File: config.mk
export PLATFORM = sky130hd
export DESIGN_NAME = display_text_sysex_framer
export DESIGN_NICKNAME = d
export VERILOG_FILES = /design/src/hdl/dtsf_pkg.sv /design/src/hdl/display_text_sysex_framer.sv /design/src/hdl/dtsf_front.sv /design/src/hdl/dtsf_queue.sv /design/src/hdl/dtsf_back.sv
export SDC_FILE = /design/constraint.sdc
export NUM_CORES = 1
export LEC_CHECK = 0
export BUFFER_PORTS_ARGS = -buffer_cell sky130_fd_sc_hd__buf_2
export CORE_MARGIN = 2
export CORE_UTILIZATION = 45
export CTS_BUF_LIST = sky130_fd_sc_hd__clkbuf_4 sky130_fd_sc_hd__clkbuf_8
export DETAILED_ROUTE_END_ITERATION = 6
export PLACE_DENSITY_LB_ADDON = 0.05
export SETUP_SLACK_MARGIN = 0.2
export SYNTH_ARGS = -nofsm -noshare
export SYNTH_HDL_FRONTEND = slang
export SYNTH_HIERARCHICAL = 1
export SYNTH_SLANG_ARGS = --single-unit
File: constraint.sdc
create_clock -name clk -period 3.6 [get_ports clk]
set_clock_uncertainty 0.05 [all_clocks]
set_input_delay 0.18 -clock clk [delete_from_list [all_inputs] [get_ports clk]]
set_output_delay 0.18 -clock clk [all_outputs]
set_load 0.01 [all_outputs]
File: src/hdl/dtsf_pkg.sv
// Package for the display text SysEx framer: frame byte constants, queue entry types,
// the Latin-1 folding table and the code point to display ASCII mapping.
// No dependencies.
`default_nettype none

package dtsf_pkg;

    // Frame bytes.
    localparam logic [7:0] SYX_START = 8'hF0;
    localparam logic [7:0] SYX_MFR   = 8'h7D;
    localparam logic [7:0] SYX_DEV   = 8'h53;
    localparam logic [7:0] SYX_MODEL = 8'h47;
    localparam logic [7:0] SYX_CMD   = 8'h07;
    localparam logic [7:0] SYX_END   = 8'hF7;

    // Header is five fixed bytes and the line number.
    localparam int HDR_LEN   = 6;
    localparam int HDR_IDX_W = 3;

    // Display characters.
    localparam logic [6:0] CH_SPACE = 7'h20;
    localparam logic [6:0] CH_QUOTE = 7'h27;
    localparam logic [6:0] CH_DQUOT = 7'h22;
    localparam logic [6:0] CH_DASH  = 7'h2D;
    localparam logic [6:0] CH_DOT   = 7'h2E;
    localparam logic [6:0] CH_QMARK = 7'h3F;

    // Queue between front and back.
    localparam int QUEUE_DEPTH = 4;
    localparam int QPTR_W      = $clog2(QUEUE_DEPTH);

    typedef struct packed {
        logic [1:0] cnt;
        logic [6:0] c0;
        logic [6:0] c1;
        logic [6:0] c2;
    } dtsf_chars_t;

    typedef struct packed {
        logic        hdr;
        logic [6:0]  line;
        dtsf_chars_t chars;
        logic        last;
    } dtsf_entry_t;

    function automatic dtsf_chars_t one_char(logic [6:0] c);
        dtsf_chars_t r;
        r.cnt = 2'd1;
        r.c0  = c;
        r.c1  = CH_SPACE;
        r.c2  = CH_SPACE;
        return r;
    endfunction

    function automatic dtsf_chars_t two_chars(logic [6:0] a, logic [6:0] b);
        dtsf_chars_t r;
        r.cnt = 2'd2;
        r.c0  = a;
        r.c1  = b;
        r.c2  = CH_SPACE;
        return r;
    endfunction

    // Folding of U+00C0..U+00FF, indexed by the low six bits.
    function automatic dtsf_chars_t fold_lookup(logic [5:0] idx);
        dtsf_chars_t r;
        case (idx) inside
            [6'd0:6'd5]:   r = one_char(7'h41);
            6'd6:          r = two_chars(7'h41, 7'h45);
            6'd7:          r = one_char(7'h43);
            [6'd8:6'd11]:  r = one_char(7'h45);
            [6'd12:6'd15]: r = one_char(7'h49);
            6'd16:         r = one_char(7'h44);
            6'd17:         r = one_char(7'h4E);
            [6'd18:6'd22]: r = one_char(7'h4F);
            6'd23:         r = one_char(7'h78);
            6'd24:         r = one_char(7'h4F);
            [6'd25:6'd28]: r = one_char(7'h55);
            6'd29:         r = one_char(7'h59);
            6'd30:         r = two_chars(7'h54, 7'h68);
            6'd31:         r = two_chars(7'h73, 7'h73);
            [6'd32:6'd37]: r = one_char(7'h61);
            6'd38:         r = two_chars(7'h61, 7'h65);
            6'd39:         r = one_char(7'h63);
            [6'd40:6'd43]: r = one_char(7'h65);
            [6'd44:6'd47]: r = one_char(7'h69);
            6'd48:         r = one_char(7'h64);
            6'd49:         r = one_char(7'h6E);
            [6'd50:6'd54]: r = one_char(7'h6F);
            6'd55:         r = one_char(7'h2F);
            6'd56:         r = one_char(7'h6F);
            [6'd57:6'd60]: r = one_char(7'h75);
            6'd61:         r = one_char(7'h79);
            6'd62:         r = two_chars(7'h74, 7'h68);
            default:       r = one_char(7'h79);
        endcase
        return r;
    endfunction

    function automatic dtsf_chars_t map_code_point(logic [20:0] cp);
        dtsf_chars_t r;
        if (cp < 21'h20 || cp == 21'h7F) begin
            r = one_char(CH_SPACE);
        end else if (cp < 21'h80) begin
            r = one_char(cp[6:0]);
        end else if (cp >= 21'hC0 && cp <= 21'hFF) begin
            r = fold_lookup(cp[5:0]);
        end else begin
            case (cp) inside
                21'h00A0, 21'h2002, 21'h2003, 21'h2009:
                    r = one_char(CH_SPACE);
                21'h00B4, 21'h2018, 21'h2019, 21'h201A, 21'h2032:
                    r = one_char(CH_QUOTE);
                21'h00AB, 21'h00BB, 21'h201C, 21'h201D, 21'h201E, 21'h2033:
                    r = one_char(CH_DQUOT);
                [21'h2010:21'h2015], 21'h2212:
                    r = one_char(CH_DASH);
                21'h2026: begin
                    r.cnt = 2'd3;
                    r.c0  = CH_DOT;
                    r.c1  = CH_DOT;
                    r.c2  = CH_DOT;
                end
                default:
                    r = one_char(CH_QMARK);
            endcase
        end
        return r;
    endfunction

    function automatic logic [7:0] header_byte(logic [HDR_IDX_W-1:0] idx, logic [6:0] line);
        logic [7:0] b;
        case (idx)
            3'd0:    b = SYX_START;
            3'd1:    b = SYX_MFR;
            3'd2:    b = SYX_DEV;
            3'd3:    b = SYX_MODEL;
            3'd4:    b = SYX_CMD;
            default: b = {1'b0, line};
        endcase
        return b;
    endfunction

endpackage

`default_nettype wire

File: src/hdl/display_text_sysex_framer.sv
// Top level of the display text SysEx framer: front end, item queue and back end.
// Depends on dtsf_pkg, dtsf_front, dtsf_queue and dtsf_back.
//
//   Channel   Signals                              Moves
//   input     in_valid/in_ready, code_point,       one code point request
//             final_char
//   output    out_valid/out_ready, frame_byte,     one frame byte request
//             frame_end
//   config    cfg_wen, cfg_wdata                   display line number, no wait
//
// The back end takes one step a cycle, stalling only on a step that sends a byte while the
// output is held: the six header bytes on the first item of a frame, one step per mapped
// character (plus one per held space sent), and one closing step per item that also carries
// F7 on the last item.
// A four-entry queue lets the front accept items while the back is stalled.
// Reset clears all control state; no clearing pass is needed.
`default_nettype none

module display_text_sysex_framer
    import dtsf_pkg::*;
#(
    parameter int MAX_TEXT = 32
)
(
    input  wire logic        clk,
    input  wire logic        rst_n,
    input  wire logic        cfg_wen,
    input  wire logic [6:0]  cfg_wdata,
    input  wire logic        in_valid,
    output logic             in_ready,
    input  wire logic [20:0] code_point,
    input  wire logic        final_char,
    output logic             out_valid,
    input  wire logic        out_ready,
    output logic [7:0]       frame_byte,
    output logic             frame_end
);

    logic        q_full;
    logic        q_push;
    dtsf_entry_t q_data;
    logic        q_pop;
    dtsf_entry_t q_head;
    logic        q_not_empty;

    dtsf_front u_front (
        .clk        (clk),
        .rst_n      (rst_n),
        .cfg_wen    (cfg_wen),
        .cfg_wdata  (cfg_wdata),
        .in_valid   (in_valid),
        .in_ready   (in_ready),
        .code_point (code_point),
        .final_char (final_char),
        .q_full     (q_full),
        .q_push     (q_push),
        .q_data     (q_data)
    );

    dtsf_queue u_queue (
        .clk       (clk),
        .rst_n     (rst_n),
        .push      (q_push),
        .push_data (q_data),
        .full      (q_full),
        .pop       (q_pop),
        .head      (q_head),
        .not_empty (q_not_empty)
    );

    dtsf_back #(
        .MAX_TEXT (MAX_TEXT)
    ) u_back (
        .clk         (clk),
        .rst_n       (rst_n),
        .entry       (q_head),
        .entry_valid (q_not_empty),
        .pop         (q_pop),
        .out_valid   (out_valid),
        .out_ready   (out_ready),
        .frame_byte  (frame_byte),
        .frame_end   (frame_end)
    );

endmodule

`default_nettype wire

File: src/hdl/dtsf_front.sv
// Front end of the framer: accepts code points, maps them to display characters and
// marks the first item of each frame. Depends on dtsf_pkg.
`default_nettype none

module dtsf_front
    import dtsf_pkg::*;
(
    input  wire logic        clk,
    input  wire logic        rst_n,
    input  wire logic        cfg_wen,
    input  wire logic [6:0]  cfg_wdata,
    input  wire logic        in_valid,
    output logic             in_ready,
    input  wire logic [20:0] code_point,
    input  wire logic        final_char,
    input  wire logic        q_full,
    output logic             q_push,
    output dtsf_entry_t      q_data
);

    logic [6:0] display_line_reg;
    logic       header_sent_reg;
    logic       header_sent_next;

    assign in_ready = !q_full;
    assign q_push   = in_valid && in_ready;

    always_comb
    begin
        q_data.hdr   = !header_sent_reg;
        q_data.line  = display_line_reg;
        q_data.chars = map_code_point(code_point);
        q_data.last  = final_char;
    end

    // The last item of a text closes the frame, so the next item opens a new one.
    assign header_sent_next = q_push ? !final_char : header_sent_reg;

    always_ff @(posedge clk or negedge rst_n)
    begin
        if (!rst_n) begin
            display_line_reg <= 7'd0;
            header_sent_reg  <= 1'b0;
        end else begin
            if (cfg_wen) begin
                display_line_reg <= cfg_wdata;
            end
            header_sent_reg <= header_sent_next;
        end
    end

endmodule

`default_nettype wire

File: src/hdl/dtsf_queue.sv
// Short FIFO of classified items between the front and back of the framer.
// Depends on dtsf_pkg.
`default_nettype none

module dtsf_queue
    import dtsf_pkg::*;
(
    input  wire logic       clk,
    input  wire logic       rst_n,
    input  wire logic       push,
    input  wire dtsf_entry_t push_data,
    output logic            full,
    input  wire logic       pop,
    output dtsf_entry_t     head,
    output logic            not_empty
);

    dtsf_entry_t           slots_reg [QUEUE_DEPTH];
    logic [QPTR_W-1:0]     wr_ptr_reg;
    logic [QPTR_W-1:0]     rd_ptr_reg;
    logic [QPTR_W:0]       count_reg;
    logic [QPTR_W:0]       count_next;

    assign full      = (count_reg == (QPTR_W+1)'(QUEUE_DEPTH));
    assign not_empty = (count_reg != '0);
    assign head      = slots_reg[rd_ptr_reg];

    always_comb
    begin
        count_next = count_reg;
        if (push && !pop)
        begin
            count_next = count_reg + (QPTR_W+1)'(1);
        end
        else if (pop && !push)
        begin
            count_next = count_reg - (QPTR_W+1)'(1);
        end
    end

    always_ff @(posedge clk)
    begin
        if (push)
        begin
            slots_reg[wr_ptr_reg] <= push_data;
        end
    end

    always_ff @(posedge clk or negedge rst_n)
    begin
        if (!rst_n)
        begin
            wr_ptr_reg <= '0;
            rd_ptr_reg <= '0;
            count_reg  <= '0;
        end
        else
        begin
            if (push)
            begin
                wr_ptr_reg <= wr_ptr_reg + QPTR_W'(1);
            end
            if (pop)
            begin
                rd_ptr_reg <= rd_ptr_reg + QPTR_W'(1);
            end
            count_reg <= count_next;
        end
    end

endmodule

`default_nettype wire

File: src/hdl/dtsf_back.sv
// Back end of the framer: steps through one queued item, one step a cycle unless the output stalls,
// sending header, held spaces, characters and, on the last item, the closing byte. Depends on dtsf_pkg.
`default_nettype none

module dtsf_back
    import dtsf_pkg::*;
#(
    parameter int MAX_TEXT = 32
)
(
    input  wire logic        clk,
    input  wire logic        rst_n,
    input  wire dtsf_entry_t entry,
    input  wire logic        entry_valid,
    output logic             pop,
    output logic             out_valid,
    input  wire logic        out_ready,
    output logic [7:0]       frame_byte,
    output logic             frame_end
);

    localparam int KW = $clog2(MAX_TEXT + 1);

    logic [HDR_IDX_W-1:0] hdr_idx_reg,  hdr_idx_next;
    logic [1:0]           char_idx_reg, char_idx_next;
    logic                 text_begun_reg, text_begun_next;
    logic [KW-1:0]        kept_reg, kept_next;
    logic [KW-1:0]        held_reg, held_next;
    logic                 out_valid_reg;
    logic [7:0]           frame_byte_reg;
    logic                 frame_end_reg;

    logic                 slot_free;
    logic                 emit;
    logic                 go;
    logic                 done;
    logic [7:0]           emit_byte;
    logic                 emit_end;
    logic [6:0]           cur_ch;
    logic                 cur_space;

    assign slot_free = !out_valid_reg || out_ready;

    always_comb
    begin
        case (char_idx_reg)
            2'd0:    cur_ch = entry.chars.c0;
            2'd1:    cur_ch = entry.chars.c1;
            default: cur_ch = entry.chars.c2;
        endcase
    end

    assign cur_space = (cur_ch == CH_SPACE);

    always_comb
    begin
        hdr_idx_next    = hdr_idx_reg;
        char_idx_next   = char_idx_reg;
        text_begun_next = text_begun_reg;
        kept_next       = kept_reg;
        held_next       = held_reg;
        emit            = 1'b0;
        emit_byte       = SYX_END;
        emit_end        = 1'b0;
        done            = 1'b0;
        if (entry_valid)
        begin
            if (entry.hdr && hdr_idx_reg < HDR_IDX_W'(HDR_LEN))
            begin
                emit         = 1'b1;
                emit_byte    = header_byte(hdr_idx_reg, entry.line);
                hdr_idx_next = hdr_idx_reg + HDR_IDX_W'(1);
            end
            else if (char_idx_reg < entry.chars.cnt)
            begin
                if (!text_begun_reg && cur_space)
                begin
                    // Leading spaces are dropped.
                    char_idx_next = char_idx_reg + 2'd1;
                end
                else if (kept_reg >= KW'(MAX_TEXT))
                begin
                    text_begun_next = 1'b1;
                    char_idx_next   = char_idx_reg + 2'd1;
                end
                else if (cur_space)
                begin
                    text_begun_next = 1'b1;
                    held_next       = held_reg + KW'(1);
                    kept_next       = kept_reg + KW'(1);
                    char_idx_next   = char_idx_reg + 2'd1;
                end
                else if (held_reg != '0)
                begin
                    // Held spaces go out one per cycle, while the output takes them, before the character.
                    text_begun_next = 1'b1;
                    emit            = 1'b1;
                    emit_byte       = {1'b0, CH_SPACE};
                    held_next       = held_reg - KW'(1);
                end
                else
                begin
                    text_begun_next = 1'b1;
                    emit            = 1'b1;
                    emit_byte       = {1'b0, cur_ch};
                    kept_next       = kept_reg + KW'(1);
                    char_idx_next   = char_idx_reg + 2'd1;
                end
            end
            else
            begin
                done          = 1'b1;
                hdr_idx_next  = '0;
                char_idx_next = 2'd0;
                if (entry.last)
                begin
                    emit            = 1'b1;
                    emit_byte       = SYX_END;
                    emit_end        = 1'b1;
                    text_begun_next = 1'b0;
                    kept_next       = '0;
                    held_next       = '0;
                end
            end
        end
    end

    assign go  = !emit || slot_free;
    assign pop = done && go;

    always_ff @(posedge clk or negedge rst_n)
    begin
        if (!rst_n)
        begin
            hdr_idx_reg    <= '0;
            char_idx_reg   <= 2'd0;
            text_begun_reg <= 1'b0;
            kept_reg       <= '0;
            held_reg       <= '0;
            out_valid_reg  <= 1'b0;
        end
        else
        begin
            if (go)
            begin
                hdr_idx_reg    <= hdr_idx_next;
                char_idx_reg   <= char_idx_next;
                text_begun_reg <= text_begun_next;
                kept_reg       <= kept_next;
                held_reg       <= held_next;
            end
            if (slot_free)
            begin
                out_valid_reg <= emit;
            end
        end
    end

    always_ff @(posedge clk)
    begin
        if (slot_free && emit)
        begin
            frame_byte_reg <= emit_byte;
            frame_end_reg  <= emit_end;
        end
    end

    assign out_valid  = out_valid_reg;
    assign frame_byte = frame_byte_reg;
    assign frame_end  = frame_end_reg;

endmodule

`default_nettype wire

# Word level (Yosys, flattened, before mapping)
# Memories as Yosys holds them, arrays and structs flattened.
# Cells that the tools add are included.
# W data, S select, Z words.
# classes
n_eq_ne	48
n_reduce_logical	46
magnitude_cmp	29
mux	78
bitwise	2
addsub	9
# ops
op	count
$mux W23	35
$eq A21 B14 Y1 const B	13
$eq A21 B8 Y1 const B	4
$mux W6	11
$eq A6 B6 Y1 const B	8
$eq A6 B5 Y1 const B	7
$mux W8	5
$pmux W8 S5	1
$ge A6 B6 Y1 const B	6
$le A6 B6 Y1 const B	5
$eq A21 B7 Y1 const B	1
$ge A21 B14 Y1 const B	1
$ge A21 B8 Y1 const B	1
$le A21 B14 Y1 const B	1
$le A21 B8 Y1 const B	1
$lt A21 B6 Y1 const B	1
$lt A21 B8 Y1 const B	1
$logic_and A1 B1 Y1	19
$mux W1	15
$pmux W7 S2	1
$reduce_and A7 Y1	2
$add A6 B1 Y6 const B	2
$eq A6 B3 Y1 const B	2
$ge A6 B4 Y1 const B	2
other kinds (39)	67
# word_totals
output_inout_bits	11
mem_bits_rw	128
word_cells	226
ff_bits	43
inputBits	34
memories	1
# memory_table
memory	depth	word_bits	rd	rd_clocked_by_memory_dff	wr	line	text
u_queue.slots_reg	4	32	1	0	1	dtsf_queue.sv:18	dtsf_entry_t slots_reg [QUEUE_DEPTH];

# Logic depth before layout (Yosys ltp)
# depth
word_depth	31
ltp_mapped	16
ltp_nobuf	14

# Hierarchy
# The synthesis kept the hierarchy.
# by_module_without_submodules
module	seq_area_each_um2	n_inst	cells_per_inst	area_each_um2
dtsf_queue	4018.9	1	202	5061.1
dtsf_back	745.7	1	226	2064.5
dtsf_front	200.2	1	190	1291.2

# Least setup slack after synthesis
# Ideal clock, no wire load.
# synth_timing
kind	reg-to-reg
from	register u_queue.rd_ptr_reg[0]
to	register u_back.held_reg[5]
path_slack_ns	0.208
stages_incl_launch_ff	17
setup_time_ns	0.121
required_time_ns	3.429
arrival_ns	3.221
period_less_slack_ns	3.392
cell_sequence	dfrtp_1 -> buf_6 -> buf_12 -> mux4_2 -> a22o_1 -> a21oi_1 -> nand4_1 -> or2_1 -> buf_6 -> ha_1 -> a21o_1 -> a21oi_1 -> o21bai_1 -> a21oi_1 -> xnor2_1 -> o211ai_1 -> o2bb2ai_1
# synth_lines
item	line	text
start, declared	dtsf_queue.sv:20	logic [QPTR_W-1:0] rd_ptr_reg;
start signal, assigned	dtsf_queue.sv:65	rd_ptr_reg <= rd_ptr_reg + QPTR_W'(1);
end signal, assigned	dtsf_back.sv:150	held_reg <= held_next;
end, declared	dtsf_back.sv:28	logic [KW-1:0] held_reg, held_next;

==> impl_metrics.py <==
metrics = {
    "global_routing": {
        "antenna_found_initial": 0,
        "grt_pass1_vias": 5381,
        "grt_pass1_wl_um": 28300,
        "grt_max_degree": 35,
        "grtUsageTotal_pct": 18.7,
        "overflow": 0,
    },
    "synthesis": {
        "yosysSeqAreaShare_pct": 59.0,
        "synth-seq-cells": 171,
        "yosysMostFrequentCell": "edfxtp_1",
        "synthTopCellsByCount": "137 x edfxtp_1, 45 x nor2_1, 39 x nand2_1",
        "synth_area_leaders": "edfxtp_1 49%, dfrtp_1 10%, mux4_2 7.5%",
        "yosys.area.top_type_share_pct": 48.9,
        "synthArstFlopShare_pct": 19.9,
        "synthCells": 618,
        "syn-mean-instance-area_um2": 13.6,
        "synth_enable_flop_cells": 137,
        "syn-cell-area_um2": 8420,
        "ys_warn_count": 6,
        "ys.flop_type": "edfxtp_1",
        "ys_types": 76,
        "yosysTopAreaCell": "edfxtp_1",
    },
    "clocking": {
        "cts_root_buf": "clkbuf_8",
        "clk_path_buf_depth": 2,
        "numCtsBuffers": 17,
        "htreeDepth": 4,
        "clock_latency_ps": 450,
        "cts_tree": "yes",
        "clk_pin_slew_worst_paths_ps": 100,
        "clock-sinks": 171,
    },
    "setup_path": {
        "crit_top_cell": "buf_4",
        "worstSetupStartpointType": "register",
        "crit_required_ps": 3890,
        "critPathMaxFanout": 7,
        "cp.arrival_ps": 3620,
        "cp_num_buf_inv": 4,
        "critPathKind": "reg -> reg",
        "max_stage_delay_ps": 550,
        "endpoint_kind": "register",
        "path_cells": "clkbuf_16 > mux4_1 > a22o_1 > a21oi_2 > nand3_2 > or2_4 > buf_8 > buf_4 > buf_4 > a211oi_2 > o221ai_2 > mux2_2",
        "cpLargestDelayFamily": "compound AO/OA/AOI/OAI gates",
        "critPathSlowestCell": "mux4_1",
    },
    "routing": {
        "wl_per_cell_um": 19.3,
        "via_per_inst": 5.69,
        "drt_iter0_markers": 296,
        "drt_wl_total_um": 18300,
        "vias": 5387,
        "final_antenna_net_count": 0,
        "dr.pass1.iters": 4,
        "drc": 0,
    },
    "sta": {
        "slew_violations": 0,
        "finalCritPeriodShare_pct": 92.5,
        "setup_viol": 0,
        "period_minus_slack_ps": 3330,
        "rsz0062_at_grt": "true",
        "tns_ps": 0,
        "fmax_mhz": 300,
        "hold_viol": 0,
        "slew-limit-headroom_pct": 46.4,
        "worst_pin_slew_ps": 803,
    },
    "status": {
        "status": "completed",
    },
    "power_and_ir_drop": {
        "pwr-share-comb_pct": 47.2,
        "pwr-share-clk_pct": 16.7,
        "p_leak_uw": 0.00365,
        "p_switching_uw": 2950,
        "netSwitchingFraction_pct": 37.1,
        "intPower_uw": 5010,
        "vdd_drop_max_v": 0.000294,
        "power_density_nw_per_um2": 823,
        "power_frac_seq_pct": 36.1,
    },
    "cells_and_area": {
        "syn_to_final_growth_pct": 15.0,
        "fin_util_pct": 52.3,
        "nNetsFinal": 754,
        "insertedDiodeCount": 0,
        "largest_register_ffs": 128,
        "drive_above_1_share_pct": 27.9,
        "instances_no_fill": 946,
        "fill_cells": 1590,
    },
    "die": {
        "die_w_um": 141,
        "dieArea_um2": 19800,
        "die-height_um": 141,
        "core_um2": 18500,
        "rows": 50,
        "start_util_pct": 45.5,
        "pin_count": 45,
    },
    "placed_design": {
        "gp_congestion": 0.875,
        "numPortBuffers": 44,
        "dp_hpwl_um": 12100,
        "placedCellCount": 893,
    },
    "min_path": {
        "hold_class": "in -> reg",
    },
    "flow_run": {
        "max-cap-violations": 0,
    },
}
[path summary, 6_finish.rpt]
kind                                             from                     endpoint  slack, ps  cells past startpoint
worst max-delay path            u_queue/rd_ptr_reg[0]        u_back/hdr_idx_reg[0]        270                     12
worst min-delay path                          cfg_wen  u_front/display_line_reg[1]         50                      2
worst max register to register  u_queue/rd_ptr_reg[0]        u_back/hdr_idx_reg[0]        270                     12
worst min register to register   u_queue/count_reg[2]         u_queue/count_reg[2]        440                      1
max in group asynchronous                       rst_n        u_queue/rd_ptr_reg[0]       2640                      2
min in group asynchronous                       rst_n           u_back/kept_reg[3]        290                      2
[what timing repair did]
action,CTS,global route
endpoints found under the hold margin,46,0
setup endpoints to repair,3,16
buffers inserted,0,11
gates resized for setup,5,26
hold buffers,9,0
gates cloned,0,1
pin swaps,0,19
[power groups by stage]
stage                     Sequential [µW]  Clock, µW  Combinational [µW]
final                                2870       1330                3760
after global routing                 2920       1440                4100
after CTS                            2860       1380                3450
after detailed placement             2900          0                3400
after global placement               2890          0                3330
after floorplan                      2870          0                2330
[routing by layer]
layer	global-route usage, %	wire length (µm)	vias up
met3	4.01	583	18
li1	-	-	2527
met4	5.42	251	0
met5	0	0	-
met1	24.4	8260	2729
met2	31.8	9180	113
[final cells by class]
type / count / area, µm² / share of cell area (%)
clock buffers: 18 / 241 / 2.49
clock inverters: 14 / 150 / 1.55
inverters: 29 / 111 / 1.15
multi-input cells: 383 / 3210 / 33.2
flip-flops and latches: 171 / 4970 / 51.3
well taps: 234 / 293 / 3.02
repair buffers: 97 / 707 / 7.30
[kinds of logic (layout without fill, tap and decap cells)]
family          after synthesis  count (layout)  share of synthesized area, %
fa+ha+maj                    21              21                          3.30
compound gates              125             125                          10.3
xor+xnor                     10              10                          1.04
buf+inv                      66             158                          4.33
other cells                   2               4                        0.0892
mux                          49              49                          11.2
flops                       171             171                          59.0
simple gates                174             174                          10.8
[per-stage QoR]
stage               power, µW  setup WS (ps)  hold WS [ps]  area (µm²)
floorplan                5190            208          -166        8420
global placement         6220            216           263        8950
detailed placement       6300            149           276        8950
CTS                      7680            201          18.2        9450
global route             8470           61.8          34.0        9680
finish                   7960            268          45.5        9680
[placed cells by master (no fill, tap or decap), types with 15 or more instances in the layout]
cell type,count
buf_4,38
buf_2,44
ha_1,15
nor2_1,44
mux4_2,28
o21ai_0,30
nand2_1,39
clkbuf_8,17
inv_1,27
dfrtp_1,33
edfxtp_1,137
a21oi_1,20
Note: power is estimated with default switching activity, not from simulation.
